[src/hdl/hhr_pkg.sv]
// ----------------------------------------------------------------------------
// hhr_pkg
// shared types, sector codes and helpers for the hsv hue rotation pipeline
// ----------------------------------------------------------------------------
package hhr_pkg;

    localparam int COMP_W   = 8;
    localparam int STEP_W   = 4;
    localparam int SECTOR_W = 3;

    // hue sectors of 60 degrees
    localparam logic [SECTOR_W-1:0] SECTOR_RED_YELLOW    = 3'd0;
    localparam logic [SECTOR_W-1:0] SECTOR_YELLOW_GREEN  = 3'd1;
    localparam logic [SECTOR_W-1:0] SECTOR_GREEN_CYAN    = 3'd2;
    localparam logic [SECTOR_W-1:0] SECTOR_CYAN_BLUE     = 3'd3;
    localparam logic [SECTOR_W-1:0] SECTOR_BLUE_MAGENTA  = 3'd4;
    localparam logic [SECTOR_W-1:0] SECTOR_MAGENTA_RED   = 3'd5;

    // starting sector for each dominant channel
    localparam logic [2:0] KBASE_RED   = 3'd0;
    localparam logic [2:0] KBASE_GREEN = 3'd2;
    localparam logic [2:0] KBASE_BLUE  = 3'd4;

    // red in the low bits
    typedef struct packed {
        logic [COMP_W-1:0] blue;
        logic [COMP_W-1:0] green;
        logic [COMP_W-1:0] red;
    } pixel_t;

    // after max/min search: hue as 2d*kbase + w
    typedef struct packed {
        logic [COMP_W-1:0]  hi;
        logic [COMP_W-1:0]  lo;
        logic [COMP_W-1:0]  d;
        logic [2:0]         kbase;
        logic signed [10:0] w;
    } stage1_t;

    // after rotation: sector index (not yet wrapped) and fraction
    typedef struct packed {
        logic [COMP_W-1:0] hi;
        logic [COMP_W-1:0] lo;
        logic signed [4:0] k;
        logic [8:0]        fr;
    } stage2_t;

    // wrap a sector index in -1..12 into 0..5
    function automatic logic [SECTOR_W-1:0] wrap_sector(input logic signed [4:0] k);
        logic [3:0] ku;
        logic [3:0] res;
        ku = k[3:0];
        if (k[4]) begin
            res = 4'd5;
        end else if (ku >= 4'd12) begin
            res = ku - 4'd12;
        end else if (ku >= 4'd6) begin
            res = ku - 4'd6;
        end else begin
            res = ku;
        end
        return res[SECTOR_W-1:0];
    endfunction

endpackage

[src/hdl/hhr_skid.sv]
// ----------------------------------------------------------------------------
// hhr_skid
// input skid stage, keeps the upstream ready a plain register output
// ----------------------------------------------------------------------------
module hhr_skid (
    input  logic            aclk,
    input  logic            aresetn,
    input  logic            up_valid,
    output logic            up_ready,
    input  hhr_pkg::pixel_t up_data,
    output logic            dn_valid,
    input  logic            dn_ready,
    output hhr_pkg::pixel_t dn_data
);

    logic            full_reg;
    logic            full_next;
    hhr_pkg::pixel_t hold_reg;

    assign up_ready = !full_reg;
    assign dn_valid = full_reg || up_valid;
    assign dn_data  = full_reg ? hold_reg : up_data;

    // park a request when the pipeline stalls
    always_comb begin
        full_next = full_reg;
        if (full_reg && dn_ready) begin
            full_next = 1'b0;
        end else if (!full_reg && up_valid && !dn_ready) begin
            full_next = 1'b1;
        end
    end

    always_ff @(posedge aclk) begin
        if (!aresetn) begin
            full_reg <= 1'b0;
        end else begin
            full_reg <= full_next;
        end
    end

    always_ff @(posedge aclk) begin
        if (!full_reg && up_valid && !dn_ready) begin
            hold_reg <= up_data;
        end
    end

endmodule

[src/hdl/hhr_analyze.sv]
// ----------------------------------------------------------------------------
// hhr_analyze
// stage 1: max, min, spread and raw hue of the pixel
// ----------------------------------------------------------------------------
module hhr_analyze (
    input  logic             aclk,
    input  logic             aresetn,
    input  logic             en,
    input  logic             in_valid,
    input  hhr_pkg::pixel_t  in_pix,
    output logic             out_valid,
    output hhr_pkg::stage1_t out_st
);

    logic             valid_reg;
    hhr_pkg::stage1_t st_reg;
    hhr_pkg::stage1_t st_next;
    logic [10:0]      r2;
    logic [10:0]      g2;
    logic [10:0]      b2;

    assign r2 = {2'b00, in_pix.red, 1'b0};
    assign g2 = {2'b00, in_pix.green, 1'b0};
    assign b2 = {2'b00, in_pix.blue, 1'b0};

    // dominant channel picks base sector, ties go red then green
    always_comb begin
        st_next = '0;
        if (in_pix.red >= in_pix.green && in_pix.red >= in_pix.blue) begin
            st_next.hi    = in_pix.red;
            st_next.lo    = (in_pix.green < in_pix.blue) ? in_pix.green : in_pix.blue;
            st_next.kbase = hhr_pkg::KBASE_RED;
            st_next.w     = $signed(g2) - $signed(b2);
        end else if (in_pix.green >= in_pix.blue) begin
            st_next.hi    = in_pix.green;
            st_next.lo    = (in_pix.red < in_pix.blue) ? in_pix.red : in_pix.blue;
            st_next.kbase = hhr_pkg::KBASE_GREEN;
            st_next.w     = $signed(b2) - $signed(r2);
        end else begin
            st_next.hi    = in_pix.blue;
            st_next.lo    = (in_pix.red < in_pix.green) ? in_pix.red : in_pix.green;
            st_next.kbase = hhr_pkg::KBASE_BLUE;
            st_next.w     = $signed(r2) - $signed(g2);
        end
        st_next.d = st_next.hi - st_next.lo;
    end

    always_ff @(posedge aclk) begin
        if (!aresetn) begin
            valid_reg <= 1'b0;
        end else if (en) begin
            valid_reg <= in_valid;
        end
    end

    always_ff @(posedge aclk) begin
        if (en) begin
            st_reg <= st_next;
        end
    end

    assign out_valid = valid_reg;
    assign out_st    = st_reg;

endmodule

[src/hdl/hhr_rotate.sv]
// ----------------------------------------------------------------------------
// hhr_rotate
// stage 2: add the hue step and bring the fraction into [0, 2d)
// ----------------------------------------------------------------------------
module hhr_rotate (
    input  logic                        aclk,
    input  logic                        aresetn,
    input  logic                        en,
    input  logic [hhr_pkg::STEP_W-1:0]  hue_step,
    input  logic                        in_valid,
    input  hhr_pkg::stage1_t            in_st,
    output logic                        out_valid,
    output hhr_pkg::stage2_t            out_st
);

    logic             valid_reg;
    hhr_pkg::stage2_t st_reg;
    hhr_pkg::stage2_t st_next;
    logic signed [10:0] w_step;
    logic signed [10:0] w_norm;
    logic signed [10:0] two_d;
    logic signed [4:0]  k_adj;
    logic signed [4:0]  k_raw;

    assign two_d = $signed({2'b00, in_st.d, 1'b0});

    // an odd step adds half a sector, the even part moves whole sectors
    assign w_step = hue_step[0] ? (in_st.w + $signed({3'b000, in_st.d})) : in_st.w;
    assign k_raw  = $signed({2'b00, in_st.kbase}) + $signed({2'b00, hue_step[3:1]});

    // one borrow or carry into the sector index
    always_comb begin
        if (w_step < 0) begin
            w_norm = w_step + two_d;
            k_adj  = -5'sd1;
        end else if (w_step >= two_d) begin
            w_norm = w_step - two_d;
            k_adj  = 5'sd1;
        end else begin
            w_norm = w_step;
            k_adj  = 5'sd0;
        end
        st_next.hi = in_st.hi;
        st_next.lo = in_st.lo;
        st_next.k  = k_raw + k_adj;
        st_next.fr = w_norm[8:0];
    end

    always_ff @(posedge aclk) begin
        if (!aresetn) begin
            valid_reg <= 1'b0;
        end else if (en) begin
            valid_reg <= in_valid;
        end
    end

    always_ff @(posedge aclk) begin
        if (en) begin
            st_reg <= st_next;
        end
    end

    assign out_valid = valid_reg;
    assign out_st    = st_reg;

endmodule

[src/hdl/hhr_rebuild.sv]
// ----------------------------------------------------------------------------
// hhr_rebuild
// stage 3: wrap the sector, form q and t, rebuild rgb into the output register
// ----------------------------------------------------------------------------
module hhr_rebuild (
    input  logic             aclk,
    input  logic             aresetn,
    input  logic             en,
    input  logic             in_valid,
    input  hhr_pkg::stage2_t in_st,
    output logic             out_valid,
    output hhr_pkg::pixel_t  out_pix
);

    logic                           valid_reg;
    hhr_pkg::pixel_t                pix_reg;
    hhr_pkg::pixel_t                pix_next;
    logic [hhr_pkg::SECTOR_W-1:0]   sector;
    logic [9:0]                     fr_up;
    logic [hhr_pkg::COMP_W-1:0]     q;
    logic [hhr_pkg::COMP_W-1:0]     t;

    assign sector = hhr_pkg::wrap_sector(in_st.k);
    assign fr_up  = {1'b0, in_st.fr} + 10'd1;
    assign q      = in_st.hi - fr_up[8:1];
    assign t      = in_st.lo + in_st.fr[8:1];

    // per sector channel selection
    always_comb begin
        case (sector)
            hhr_pkg::SECTOR_RED_YELLOW: begin
                pix_next = '{blue: in_st.lo, green: t, red: in_st.hi};
            end
            hhr_pkg::SECTOR_YELLOW_GREEN: begin
                pix_next = '{blue: in_st.lo, green: in_st.hi, red: q};
            end
            hhr_pkg::SECTOR_GREEN_CYAN: begin
                pix_next = '{blue: t, green: in_st.hi, red: in_st.lo};
            end
            hhr_pkg::SECTOR_CYAN_BLUE: begin
                pix_next = '{blue: in_st.hi, green: q, red: in_st.lo};
            end
            hhr_pkg::SECTOR_BLUE_MAGENTA: begin
                pix_next = '{blue: in_st.hi, green: in_st.lo, red: t};
            end
            default: begin
                pix_next = '{blue: q, green: in_st.lo, red: in_st.hi};
            end
        endcase
    end

    always_ff @(posedge aclk) begin
        if (!aresetn) begin
            valid_reg <= 1'b0;
        end else if (en) begin
            valid_reg <= in_valid;
        end
    end

    always_ff @(posedge aclk) begin
        if (en) begin
            pix_reg <= pix_next;
        end
    end

    assign out_valid = valid_reg;
    assign out_pix   = pix_reg;

endmodule

[src/hdl/hsv_hue_rotate_pixel_core.sv]
// ----------------------------------------------------------------------------
// hsv_hue_rotate_pixel_core
// rotates the hsv hue of an 8-bit rgb pixel by a multiple of 30 degrees
// ----------------------------------------------------------------------------
//  channel   dir   payload                                   handshake
//  s_        in    tdata: red[7:0] green[15:8] blue[23:16]   s_tvalid / s_tready
//  m_        out   tdata: red[7:0] green[15:8] blue[23:16]   m_tvalid / m_tready
//  cfg_      in    wr_data: hue_step[3:0]                    cfg_wr_en, no wait
//
//  one pixel per clock sustained while m_tready is high; an accepted request
//  passes the analyze, rotate and rebuild register stages before m_tvalid rises.
//  aresetn is synchronous; it clears valid bits, the skid stage and hue_step.
//  a stall at m_tready freezes all three stages together; the input skid
//  register absorbs the one request in flight so s_tready is a register.
// ----------------------------------------------------------------------------
module hsv_hue_rotate_pixel_core (
    input  logic        aclk,
    input  logic        aresetn,
    input  logic        cfg_wr_en,
    input  logic [3:0]  cfg_wr_data,   // hue_step[3:0]
    input  logic        s_tvalid,
    output logic        s_tready,
    input  logic [23:0] s_tdata,       // red_in[7:0], green_in[15:8], blue_in[23:16]
    output logic        m_tvalid,
    input  logic        m_tready,
    output logic [23:0] m_tdata        // red_out[7:0], green_out[15:8], blue_out[23:16]
);

    logic [hhr_pkg::STEP_W-1:0] hue_step_reg;
    logic                       en;
    logic                       pipe_valid;
    hhr_pkg::pixel_t            pipe_pix;
    logic                       s1_valid;
    hhr_pkg::stage1_t           s1_st;
    logic                       s2_valid;
    hhr_pkg::stage2_t           s2_st;
    hhr_pkg::pixel_t            out_pix;

    // hue step register
    always_ff @(posedge aclk) begin
        if (!aresetn) begin
            hue_step_reg <= '0;
        end else if (cfg_wr_en) begin
            hue_step_reg <= cfg_wr_data;
        end
    end

    // pipeline advances unless a result is waiting downstream
    assign en = !m_tvalid || m_tready;

    hhr_skid u_skid (
        .aclk     (aclk),
        .aresetn  (aresetn),
        .up_valid (s_tvalid),
        .up_ready (s_tready),
        .up_data  (hhr_pkg::pixel_t'(s_tdata)),
        .dn_valid (pipe_valid),
        .dn_ready (en),
        .dn_data  (pipe_pix)
    );

    hhr_analyze u_analyze (
        .aclk      (aclk),
        .aresetn   (aresetn),
        .en        (en),
        .in_valid  (pipe_valid),
        .in_pix    (pipe_pix),
        .out_valid (s1_valid),
        .out_st    (s1_st)
    );

    hhr_rotate u_rotate (
        .aclk      (aclk),
        .aresetn   (aresetn),
        .en        (en),
        .hue_step  (hue_step_reg),
        .in_valid  (s1_valid),
        .in_st     (s1_st),
        .out_valid (s2_valid),
        .out_st    (s2_st)
    );

    hhr_rebuild u_rebuild (
        .aclk      (aclk),
        .aresetn   (aresetn),
        .en        (en),
        .in_valid  (s2_valid),
        .in_st     (s2_st),
        .out_valid (m_tvalid),
        .out_pix   (out_pix)
    );

    assign m_tdata = out_pix;

    // stalled pipeline keeps its valid bits
    assert property (@(posedge aclk) disable iff (!aresetn)
        !en |=> ($stable(s1_valid) && $stable(s2_valid)))
        else $error("pipeline valid bits moved during a stall");

    // normalized fraction stays below one sector, zero for gray
    assert property (@(posedge aclk) disable iff (!aresetn)
        s2_valid |-> (({1'b0, s2_st.fr} < {1'b0, s2_st.hi - s2_st.lo, 1'b0})
                      || (s2_st.hi == s2_st.lo && s2_st.fr == 9'd0)))
        else $error("hue fraction out of range after rotation");

    // no result right after reset
    assert property (@(posedge aclk) !aresetn |=> !m_tvalid)
        else $error("output valid after reset");

endmodule
[config.mk]
export PLATFORM = sky130hd
export DESIGN_NAME = hsv_hue_rotate_pixel_core
export DESIGN_NICKNAME = d
export VERILOG_FILES = /design/src/hdl/hhr_pkg.sv /design/src/hdl/hhr_skid.sv /design/src/hdl/hhr_analyze.sv /design/src/hdl/hhr_rotate.sv /design/src/hdl/hhr_rebuild.sv /design/src/hdl/hsv_hue_rotate_pixel_core.sv
export SDC_FILE = /design/constraint.sdc
export NUM_CORES = 1
export LEC_CHECK = 0
export BUFFER_PORTS_ARGS = -buffer_cell sky130_fd_sc_hd__buf_2
export CAP_MARGIN = 20
export CELL_PAD_IN_SITES_DETAIL_PLACEMENT = 0
export CELL_PAD_IN_SITES_GLOBAL_PLACEMENT = 1
export CORE_MARGIN = 10
export CORE_UTILIZATION = 44
export CTS_CLUSTER_DIAMETER = 30
export CTS_CLUSTER_SIZE = 28
export DETAILED_ROUTE_END_ITERATION = 16
export GPL_ROUTABILITY_DRIVEN = 0
export PLACE_DENSITY = 0.78
export SYNTH_ARGS = -nofsm -noshare
export SYNTH_HDL_FRONTEND = slang
export SYNTH_SLANG_ARGS = --single-unit
[constraint.sdc]
create_clock -name aclk -period 5.2 [get_ports aclk]
set_input_delay 0.26 -clock aclk [delete_from_list [all_inputs] [get_ports aclk]]
set_output_delay 0.26 -clock aclk [all_outputs]
set_load 0.05 [all_outputs]
==> results.sh, run 1 <==
export IMPL_synth_xor_area_share_pct=5.39
export IMPL_pre_cts_slack_ns=0.567
export IMPL_setup_viol=0
export IMPL_final_cells=1236
export IMPL_ys_seq_area_share_pct=39.8
export IMPL_drive_gt1_share_pct=12.5
export IMPL_clk_transition_reported_paths_ns=0.06
export IMPL_crit_family="compound AO/OA/AOI/OAI gates"
export IMPL_start_kind="flip-flop"
export IMPL_io_pins=59
export IMPL_path_cells="buf_12 > mux2i_1 > inv_1 > ha_1 > fa_1 > nor2b_1 > o21ai_0 > nand2b_1 > o21a_1 > o22ai_4 > buf_4 > a21oi_1 > inv_1 > ha_1 > nor2b_1 > o21ai_0 > nand2b_1 > a21o_1 > nand2_1 > a21oi_1 > xor2_1 > xnor2_1"
export IMPL_fmax_mhz=214
export IMPL_crit_required_ns=5.35
export IMPL_dr_total_vias=6757
export IMPL_drt_initial_drc_count=586
export IMPL_ff_latch_area_mm2=0.00355
export IMPL_numClockSinks=121
export IMPL_grt_max_degree=83
export IMPL_maxCapViolCount=0
export IMPL_antenna_found_initial=0
export IMPL_hold_path_class="input port to flip-flop"
export IMPL_worstSetupEndpointType="flip-flop"
export IMPL_clk_latency_ns=0.42
export IMPL_ys_warnings_count=0
export IMPL_rsz0062_at_grt="no"
export IMPL_synth_top_family_by_area="compound AO/OA/AOI/OAI gates"
export IMPL_wl_per_cell_um=16.6
export IMPL_post_cts_resized=0
export IMPL_cts_hold_buf=0
export IMPL_dr_pass1_iters=7
export IMPL_synth_top_area_share_pct=38.0
export IMPL_hold_depth=1
export IMPL_finalCriticalPeriod_ns=4.66
export IMPL_synth_area_mux_share_pct=5.22
export IMPL_cts_root_buf="clkbuf_16"
export IMPL_final_util_pct=50.3
export IMPL_viasPerCell=5.47
export IMPL_crit_arrival_ns=4.82
export IMPL_numPortBuffers=58
export IMPL_synth_seq_cells=121
export IMPL_htreeDepth=4
export IMPL_ant_nets=0
export IMPL_initial_core_util_pct=44.5
export IMPL_syn_to_final_growth_pct=13.2
export IMPL_worst_slew_pin_slew_ns=1.02
export IMPL_setup_tns_ns=0
export IMPL_nets=1079
export IMPL_post_cts_buffers=0
export IMPL_skew_ns=0.0116
export IMPL_ff2ff_path_depth=22
export IMPL_status="finished, final reports clean"
export IMPL_overflow=0
export IMPL_wl_mm=20.5
export IMPL_postSynthCellCount=892
export IMPL_synth_most_common_cell="edfxtp_1"
export IMPL_n_fill_cell=1869
export IMPL_dpl_hpwl_mm=16.1
export IMPL_crit_type="flip-flop to flip-flop"
export IMPL_drcViolationCount=0
export IMPL_synth_simple_gate_area_share_pct=11.6
export IMPL_crit_buf_inv=4
export IMPL_ys_async_sr_fraction_pct=0
export IMPL_grt_pass1_wl_mm=33.2
export IMPL_slew_headroom_pct=31.8
export IMPL_core_rowCount=52
export IMPL_synth_compound_gate_area_share_pct=19.4
export IMPL_min_period_over_period_pct=89.7
export IMPL_multi_input_area_mm2=0.00499
export IMPL_cts_tree="built"
export IMPL_die_h_um=163
export IMPL_powerDensity_mw_per_mm2=650
export IMPL_total_leakage_power_nw=4.23
export IMPL_clockBufferDepth=2
export IMPL_largest_reg_flops=35
export IMPL_ys_types=67
export IMPL_grt_usage_pct=15.6
export IMPL_crit_slowest_cell="mux2i_1"
export IMPL_ir_drop_v=0.000297
export IMPL_synth_top_flop_cell="edfxtp_1"
export IMPL_final_hold_violation_count=0
export IMPL_diodes=0
export IMPL_synth_nets=1018
export IMPL_fp_dieArea_mm2=0.0264
export IMPL_crit_path_max_incr_delay_ns=0.42
export IMPL_syn_area_mm2=0.00894
export IMPL_synth_top_area_cell="edfxtp_1"
export IMPL_synth_adder_area_share_pct=13.9
export IMPL_syn_avg_cell_area_um2=10.0
export IMPL_synth_common_cells="edfxtp_1, nand2_1, ha_1"
export IMPL_grt_pass1_vias=6634
export IMPL_worst_path_stages=22
export IMPL_ys_top_cells_by_area="edfxtp_1, ha_1, mux2i_1, nand2_1, xnor2_1"
export IMPL_cts_made_buffers=17
export IMPL_crit_fanout=27
export IMPL_slew_viol_final=0
export IMPL_core_area_mm2=0.0201
export IMPL_die_x_um=163
export IMPL_worst_slack_ns=0.536
export IMPL_synth_edff_count=113
export IMPL_dp_cells=1204
[power breakdown]
| part | internal (mW) | leakage, nW | switching (mW) |
|---|---|---|---|
| combinational | 1.41 | 2.73 | 2.29 |
| sequential | 1.53 | 1.22 | 0.208 |
| clock | 0.705 | 0.283 | 0.446 |
| total | 3.64 | 4.23 | 2.94 |
[metrics by stage]
step                      hold WS (ns)  instance area [µm²]  power, mW
after floorplan                  0.359                 8940       4.61
after global placement           0.401                 9540       5.37
after detailed placement         0.405                 9540       5.40
after CTS                       0.0169                10100       6.58
after global routing            0.0157                10100       7.08
final                           0.0301                10100       6.58
[cell type report]
cell class | instances | share of cell area, %
Tap cell | 270 | 3.34
Inverter | 67 | 2.49
Clock inverter | 15 | 1.46
Timing Repair Buffer | 73 | 4.11
Sequential cell | 121 | 35.1
Multi-Input combinational cell | 673 | 49.3
Clock buffer | 17 | 4.20
[final timing paths]
path | from | slack, ns | endpoint
max | u_skid.full_reg | 0.54 | u_analyze.out_st[21]
max reg2reg | u_skid.full_reg | 0.54 | u_analyze.out_st[21]
min | s_tdata[21] | 0.03 | u_skid.hold_reg[21]
min reg2reg | u_analyze.out_st[27] | 0.42 | u_rotate.out_st[19]
[routing by layer]
layer / up-vias / global-route usage, % / routed length (µm)
met5: - / 0 / 0
met3: 39 / 4.30 / 1020
li1: 3400 / - / -
met1: 3131 / 18.9 / 9300
met4: 0 / 4.88 / 426
met2: 187 / 26.3 / 9740
[worst register-to-register path, cell delays in order, from the launching register on]
cell      delay [ns]
dfxtp_1         0.36
buf_12          0.22
mux2i_1         0.42
inv_1           0.15
ha_1            0.26
fa_1            0.38
nor2b_1         0.15
o21ai_0         0.10
nand2b_1        0.18
o21a_1          0.20
o22ai_4         0.09
buf_4           0.23
a21oi_1         0.24
inv_1           0.11
ha_1            0.27
nor2b_1         0.13
o21ai_0         0.16
nand2b_1        0.11
a21o_1          0.19
nand2_1         0.08
a21oi_1         0.08
xor2_1          0.16
xnor2_1         0.13
[cells by family (layout without fill, tap and decap cells)]
| kind of cell | count (synthesis) | in the layout |
|---|---|---|
| fa+ha+maj | 93 | 93 |
| compound gates | 256 | 256 |
| xor+xnor | 55 | 55 |
| simple gates | 223 | 223 |
| buf+inv | 98 | 172 |
| mux | 46 | 46 |
| flops | 121 | 121 |
[layout by cell type, fill, tap and decap left out, types with 5 or more instances in the layout]
cell type / count
nor3_1: 9
fa_1: 11
a21o_1: 21
buf_2: 58
dfxtp_1: 8
o21ai_0: 57
nand3_1: 11
nor2b_1: 24
a21oi_1: 58
nand2_1: 87
xor2_1: 18
mux2i_1: 43
o211ai_1: 28
o221ai_1: 6
o31ai_1: 5
a222oi_1: 14
xnor2_1: 37
clkbuf_16: 17
o21bai_1: 5
edfxtp_1: 113
nand2b_1: 15
buf_4: 14
inv_1: 66
a211oi_1: 6
a22oi_1: 7
ha_1: 82
nor2_1: 54
o21a_1: 11
Power figures use the tool's default switching activity.
==> run 2, diff against run 1 <==
--- a/config.mk
+++ b/config.mk
@@ -15,7 +15,7 @@
 export CTS_CLUSTER_SIZE = 28
 export DETAILED_ROUTE_END_ITERATION = 16
 export GPL_ROUTABILITY_DRIVEN = 0
-export PLACE_DENSITY = 0.78
+export PLACE_DENSITY = 0.79
 export SYNTH_ARGS = -nofsm -noshare
 export SYNTH_HDL_FRONTEND = slang
 export SYNTH_SLANG_ARGS = --single-unit
==> run 2 against run 1 <==
  * Flip-flop and latch count unchanged
  * Sequential power about the same
  * Hold slack got worse by 0.0081 ns
  * Routed wire length decreased by 1.6%
  * Power about the same
  * Clock skew increased by 0.00052 ns
  * Highest routed layer unchanged
==> results.sh, run 2 (synthesized netlist as in run 1, its figures left out) <==
export IMPL_status="finished, final reports clean"
export IMPL_skew_ns=0.0121
export IMPL_cts_tree="built"
export IMPL_min_period_over_period_pct=91.2
export IMPL_n_fill_cell=1808
export IMPL_antenna_found_initial=0
export IMPL_pre_cts_slack_ns=0.486
export IMPL_wl_per_cell_um=16.3
export IMPL_p_sw_mw=2.94
export IMPL_dr_pass1_iters=8
export IMPL_dpl_hpwl_mm=15.7
export IMPL_slew_viol_final=0
export IMPL_crit_top_cell="a21oi_1"
export IMPL_start_kind="flip-flop"
export IMPL_r2r_end="u_analyze.out_st[21]"
export IMPL_fp_dieArea_mm2=0.0264
export IMPL_crit_required_ns=5.36
export IMPL_post_cts_buffers=0
export IMPL_grt_pass1_wl_mm=33.5
export IMPL_setup_viol=0
export IMPL_internal_power_mw=3.64
export IMPL_wl_mm=20.2
export IMPL_p_total_mw=6.58
export IMPL_powerDensity_mw_per_mm2=648
export IMPL_nets=1080
export IMPL_core_rowCount=52
export IMPL_numClockSinks=121
export IMPL_cts_made_buffers=17
export IMPL_crit_path_max_incr_delay_ns=0.47
export IMPL_grt_max_degree=90
export IMPL_final_hold_violation_count=0
export IMPL_initial_core_util_pct=44.5
export IMPL_power_frac_seq_pct=26.4
export IMPL_finalCriticalPeriod_ns=4.74
export IMPL_hold_path_end="u_skid.hold_reg[15]"
export IMPL_crit_fanout=23
export IMPL_die_h_um=163
export IMPL_p_comb_share_pct=55.6
export IMPL_hold_path_class="input port to flip-flop"
export IMPL_diodes=0
export IMPL_cts_hold_buf=0
export IMPL_io_pins=59
export IMPL_maxCapViolCount=0
export IMPL_total_leakage_power_nw=4.24
export IMPL_p_sw_share_pct=44.6
export IMPL_ir_drop_v=0.000324
export IMPL_worst_slack_ns=0.455
export IMPL_worst_slew_pin_slew_ns=1.07
export IMPL_ff2ff_path_depth=20
export IMPL_r2r_start="u_skid.full_reg"
export IMPL_final_cell_mix="edfxtp_1, nand2_1, ha_1"
export IMPL_slew_headroom_pct=28.6
export IMPL_fmax_mhz=211
export IMPL_post_cts_resized=0
export IMPL_worstSetupEndpointType="flip-flop"
export IMPL_drive_gt1_share_pct=12.7
export IMPL_rsz0062_at_grt="no"
export IMPL_drcViolationCount=0
export IMPL_path_cells="buf_12 > mux2i_1 > inv_1 > ha_1 > a21oi_1 > nand2_1 > a211o_2 > o22ai_4 > nor2_1 > a21oi_1 > inv_1 > ha_1 > nor2b_1 > o21ai_0 > nand2b_1 > a21o_1 > nand2_1 > a21oi_1 > xor2_1 > xnor2_1"
export IMPL_hold_start="s_tdata[15]"
export IMPL_viasPerCell=5.45
export IMPL_cts_root_buf="clkbuf_16"
export IMPL_clk_transition_reported_paths_ns=0.06
export IMPL_htreeDepth=4
export IMPL_reg2reg_setup_slack_ns=0.46
export IMPL_crit_slowest_cell="dfxtp_1"
export IMPL_drt_initial_drc_count=466
export IMPL_clockBufferDepth=2
export IMPL_hold_depth=1
export IMPL_grt_usage_pct=15.6
export IMPL_layout_commonest_cell="edfxtp_1"
export IMPL_crit_arrival_ns=4.91
export IMPL_syn_to_final_growth_pct=13.6
export IMPL_numPortBuffers=58
export IMPL_crit_type="flip-flop to flip-flop"
export IMPL_p_clk_share_pct=18.0
export IMPL_die_x_um=163
export IMPL_largest_reg_flops=35
export IMPL_core_area_mm2=0.0201
export IMPL_setup_tns_ns=0
export IMPL_dr_total_vias=6742
export IMPL_overflow=0
export IMPL_clk_latency_ns=0.43
export IMPL_grt_pass1_vias=6751
export IMPL_ant_nets=0
[run 2: cell count changes in the layout (fill, tap and decap cells not counted)]
cell / previous run / this run
inv_8: 0 / 2
buf_4: 14 / 13
buf_12: 1 / 2
a21oi_2: 2 / 3
clkinv_4: 2 / 4
clkinv_2: 4 / 1
clkinv_1: 2 / 0
[run 2: per-layer routing]
layer  track usage, %  routed length [µm]
met5                0                   0
met2             25.8                9640
met4             7.07                 480
met3             3.36                 944
met1             19.3                9100
[run 2: worst max-delay path, delay by kind of cell, from the launching register on]
kind | cells | cell delay (ns)
and+or+nand+nor | 5 | 0.51
muxes | 1 | 0.45
buffers and inverters | 3 | 0.49
xor gates and xnor gates | 2 | 0.28
AOI/OAI and AO/OA | 7 | 1.61
adders and majority gates | 2 | 0.65
DFF | 1 | 0.47
[run 2: worst max path at each step]
| stage | start | end | slack [ns] | depth (start not counted) |
|---|---|---|---|---|
| after floorplan | u_skid.full_reg | u_analyze.out_st[21] | 0.77 | 21 |
| after global placement | u_skid.full_reg | u_analyze.out_st[21] | 0.51 | 20 |
| after detailed placement | u_skid.full_reg | u_analyze.out_st[21] | 0.49 | 18 |
| after CTS | u_skid.full_reg | u_analyze.out_st[21] | 0.46 | 18 |
| after global routing | u_skid.full_reg | u_analyze.out_st[21] | 0.09 | 20 |
| final | u_skid.full_reg | u_analyze.out_st[21] | 0.46 | 20 |
[run 2: power by group through the flow]
stage / clock, mW / sequential [mW] / combinational, mW
final: 1.18 / 1.73 / 3.66
after global routing: 1.26 / 1.77 / 4.07
after CTS: 1.21 / 1.74 / 3.64
after detailed placement: 0 / 1.76 / 3.63
after global placement: 0 / 1.75 / 3.63
after floorplan: 0 / 2.04 / 2.57
[run 2: per-stage QoR]
step	instances	area (µm²)	hold slack (ns)	utilization, %
2_1_floorplan	892	8940	0.359	-
3_3_place_gp	1204	9560	0.401	47.5
3_5_place_dp	1204	9560	0.405	47.5
4_1_cts	1235	10100	0.00811	50.5
5_1_grt	1236	10200	0.0148	50.5
6_report	1236	10200	0.0220	50.5
[run 2: area by class of cell]
cell class / count / area [µm²] / share of cell area [%]
multi-input combinational: 674 / 4990 / 49.2
sequential: 121 / 3550 / 35.0
timing repair buffer: 73 / 428 / 4.21
clock buffer: 17 / 425 / 4.19
tap: 270 / 338 / 3.33
inverter: 67 / 251 / 2.48
clock inverter: 14 / 165 / 1.63
==> run 3, diff against run 2 <==
--- a/config.mk
+++ b/config.mk
@@ -9,7 +9,6 @@
 export CAP_MARGIN = 20
 export CELL_PAD_IN_SITES_DETAIL_PLACEMENT = 0
 export CELL_PAD_IN_SITES_GLOBAL_PLACEMENT = 1
-export CORE_MARGIN = 10
 export CORE_UTILIZATION = 44
 export CTS_CLUSTER_DIAMETER = 30
 export CTS_CLUSTER_SIZE = 28
==> constraint.sdc (replaced) <==
create_clock -name aclk -period 4.35 [get_ports aclk]
set_input_delay 0.2175 -clock aclk [delete_from_list [all_inputs] [get_ports aclk]]
set_output_delay 0.2175 -clock aclk [all_outputs]
set_load 0.05 [all_outputs]
==> run 3 against run 2 <==
  * Fmax is 15% higher
  * Utilization grew 5.2 points
  * First-iteration DRC count decreased by 15%
  * Global-route usage grew 5.3 points
  * Largest power group unchanged
==> results.sh, run 3 (synthesized netlist as in run 1, its figures left out) <==
export IMPL_core_rowCount=51
export IMPL_drive_gt1_share_pct=18.9
export IMPL_p_clk_share_pct=18.7
export IMPL_core_area_mm2=0.0197
export IMPL_dr_total_vias=7067
export IMPL_ff2ff_path_depth=21
export IMPL_hold_path_class="input port to flip-flop"
export IMPL_top_layer="met4"
export IMPL_grt_max_degree=66
export IMPL_die_h_um=145
export IMPL_cts_made_buffers=17
export IMPL_wl_per_cell_um=16.3
export IMPL_internal_power_mw=4.65
export IMPL_die_x_um=145
export IMPL_ant_nets=0
export IMPL_setup_viol=0
export IMPL_r2r_end="u_analyze.out_st[21]"
export IMPL_skew_ns=0.0191
export IMPL_reg2reg_setup_slack_ns=0.22
export IMPL_antenna_found_initial=0
export IMPL_ir_drop_v=0.000339
export IMPL_fmax_mhz=242
export IMPL_htreeDepth=4
export IMPL_nets=1152
export IMPL_met2_length_mm=10.3
export IMPL_final_hold_violation_count=0
export IMPL_crit_type="flip-flop to flip-flop"
export IMPL_numPortBuffers=58
export IMPL_crit_path_max_incr_delay_ns=0.41
export IMPL_diodes=0
export IMPL_slew_viol_final=0
export IMPL_cts_root_buf="clkbuf_16"
export IMPL_numClockSinks=121
export IMPL_r2r_start="u_skid.full_reg"
export IMPL_viasPerCell=5.42
export IMPL_wl_met1_mm=9.22
export IMPL_drcViolationCount=0
export IMPL_clk_transition_reported_paths_ns=0.06
export IMPL_wl_mm=21.2
export IMPL_hold_depth=3
export IMPL_min_period_over_period_pct=95.0
export IMPL_slew_headroom_pct=43.7
export IMPL_drt_initial_drc_count=397
export IMPL_p_comb_share_pct=56.3
export IMPL_finalCriticalPeriod_ns=4.13
export IMPL_grt_pass1_vias=6814
export IMPL_hold_start="cfg_wr_data[2]"
export IMPL_path_cells="clkbuf_16 > mux2i_1 > buf_4 > ha_2 > a21oi_1 > a21oi_1 > a211o_2 > buf_6 > nand2_1 > o21ai_0 > o211ai_1 > o21ai_1 > ha_1 > nor2b_1 > o21ai_1 > nand2b_1 > a21o_1 > nand2_1 > a21oi_1 > xor2_1 > xnor2_1"
export IMPL_cts_tree="built"
export IMPL_final_cell_mix="edfxtp_1, nand2_1, ha_1"
export IMPL_crit_fanout=14
export IMPL_crit_required_ns=4.53
export IMPL_overflow=0
export IMPL_crit_arrival_ns=4.31
export IMPL_total_leakage_power_nw=4.62
export IMPL_syn_to_final_growth_pct=22.8
export IMPL_worst_slack_ns=0.216
export IMPL_layout_commonest_cell="edfxtp_1"
export IMPL_crit_top_cell="a21oi_1"
export IMPL_io_pins=59
export IMPL_worst_slew_pin_slew_ns=0.838
export IMPL_fp_dieArea_mm2=0.0209
export IMPL_start_kind="flip-flop"
export IMPL_dr_wl_met3_um=962
export IMPL_power_frac_seq_pct=24.9
export IMPL_largest_reg_flops=35
export IMPL_clockBufferDepth=2
export IMPL_p_sw_share_pct=43.9
export IMPL_final_cells=1304
export IMPL_p_sw_mw=3.64
export IMPL_grt_pass1_wl_mm=33.2
export IMPL_worstSetupEndpointType="flip-flop"
export IMPL_maxCapViolCount=0
export IMPL_grt_usage_pct=20.9
export IMPL_status="finished, final reports clean"
export IMPL_hold_path_end="hue_step_reg[2]"
export IMPL_dr_pass1_iters=7
export IMPL_dp_cells=1237
export IMPL_pre_cts_slack_ns=-0.000761
export IMPL_initial_core_util_pct=45.3
export IMPL_clk_latency_ns=0.44
export IMPL_crit_slowest_cell="dfxtp_4"
export IMPL_dpl_hpwl_mm=15.8
export IMPL_powerDensity_mw_per_mm2=755
run 3: worst max path at each step:
stage                    startpoint                   end  slack, ns  cells past startpoint
2_1_floorplan       u_skid.full_reg  u_analyze.out_st[21]       0.01                     21
3_3_place_gp   u_analyze.out_st[17]   u_rotate.out_st[13]       0.02                     19
3_5_place_dp    u_analyze.out_st[1]   u_rotate.out_st[13]    -0.0008                     20
4_1_cts        u_analyze.out_st[17]   u_rotate.out_st[13]      0.007                     19
5_1_grt             u_skid.full_reg  u_analyze.out_st[21]      -0.09                     21
6_report            u_skid.full_reg  u_analyze.out_st[21]       0.22                     21
run 3: metrics by stage:
| stage | TNS [ns] | util (%) | area (µm²) | total power, mW | hold WS, ns |
|---|---|---|---|---|---|
| 2_1_floorplan | 0 | - | 8940 | 5.51 | 0.316 |
| 3_3_place_gp | 0 | 49.8 | 9830 | 6.51 | 0.401 |
| 3_5_place_dp | -0.000761 | 49.8 | 9830 | 6.52 | 0.405 |
| 4_1_cts | 0 | 54.3 | 10700 | 8.12 | 0.0311 |
| 5_1_grt | -0.118 | 55.7 | 11000 | 8.88 | 0.0556 |
| 6_report | 0 | 55.7 | 11000 | 8.29 | 0.0415 |
run 3: final cells by class:
| class | count | area [µm²] |
|---|---|---|
| clock inverter | 14 | 211 |
| fill | 1702 | 8740 |
| inverter | 67 | 251 |
| clock buffer | 18 | 429 |
| sequential | 121 | 3560 |
| multi-input combinational | 673 | 5120 |
| tap | 265 | 332 |
| timing repair buffer | 146 | 1070 |
run 3: per-layer routing:
| metal | vias up | global-route usage [%] |
|---|---|---|
| met5 | - | 0 |
| met4 | 0 | 9.03 |
| li1 | 3550 | - |
| met1 | 3231 | 25.6 |
| met3 | 53 | 4.24 |
| met2 | 233 | 35.6 |
run 3: power groups by stage:
stage	combinational (mW)	sequential, mW	clock [mW]
2_1_floorplan	3.07	2.44	0
3_3_place_gp	4.42	2.09	0
3_5_place_dp	4.43	2.09	0
4_1_cts	4.48	2.07	1.57
5_1_grt	5.14	2.12	1.62
6_report	4.67	2.07	1.55
run 3: what timing repair did:
action                     CTS  global route
gates resized for setup      3            42
hold buffers                24             0
buffers inserted             0             9
hold endpoints to repair    24             0
gates cloned                 0             2
setup endpoints to repair    2             6
pin swaps                    0             5
run 3: critical path, delay by kind of cell, from the launching register on:
family | cells | cell delay, ns
AND/OR/NAND/NOR | 4 | 0.35
multiplexers | 1 | 0.25
flip-flops | 1 | 0.41
XOR/XNOR | 2 | 0.28
AO/OA/AOI/OAI | 9 | 1.46
adder cells (fa/ha/maj) | 2 | 0.60
buffers and inverters | 3 | 0.54
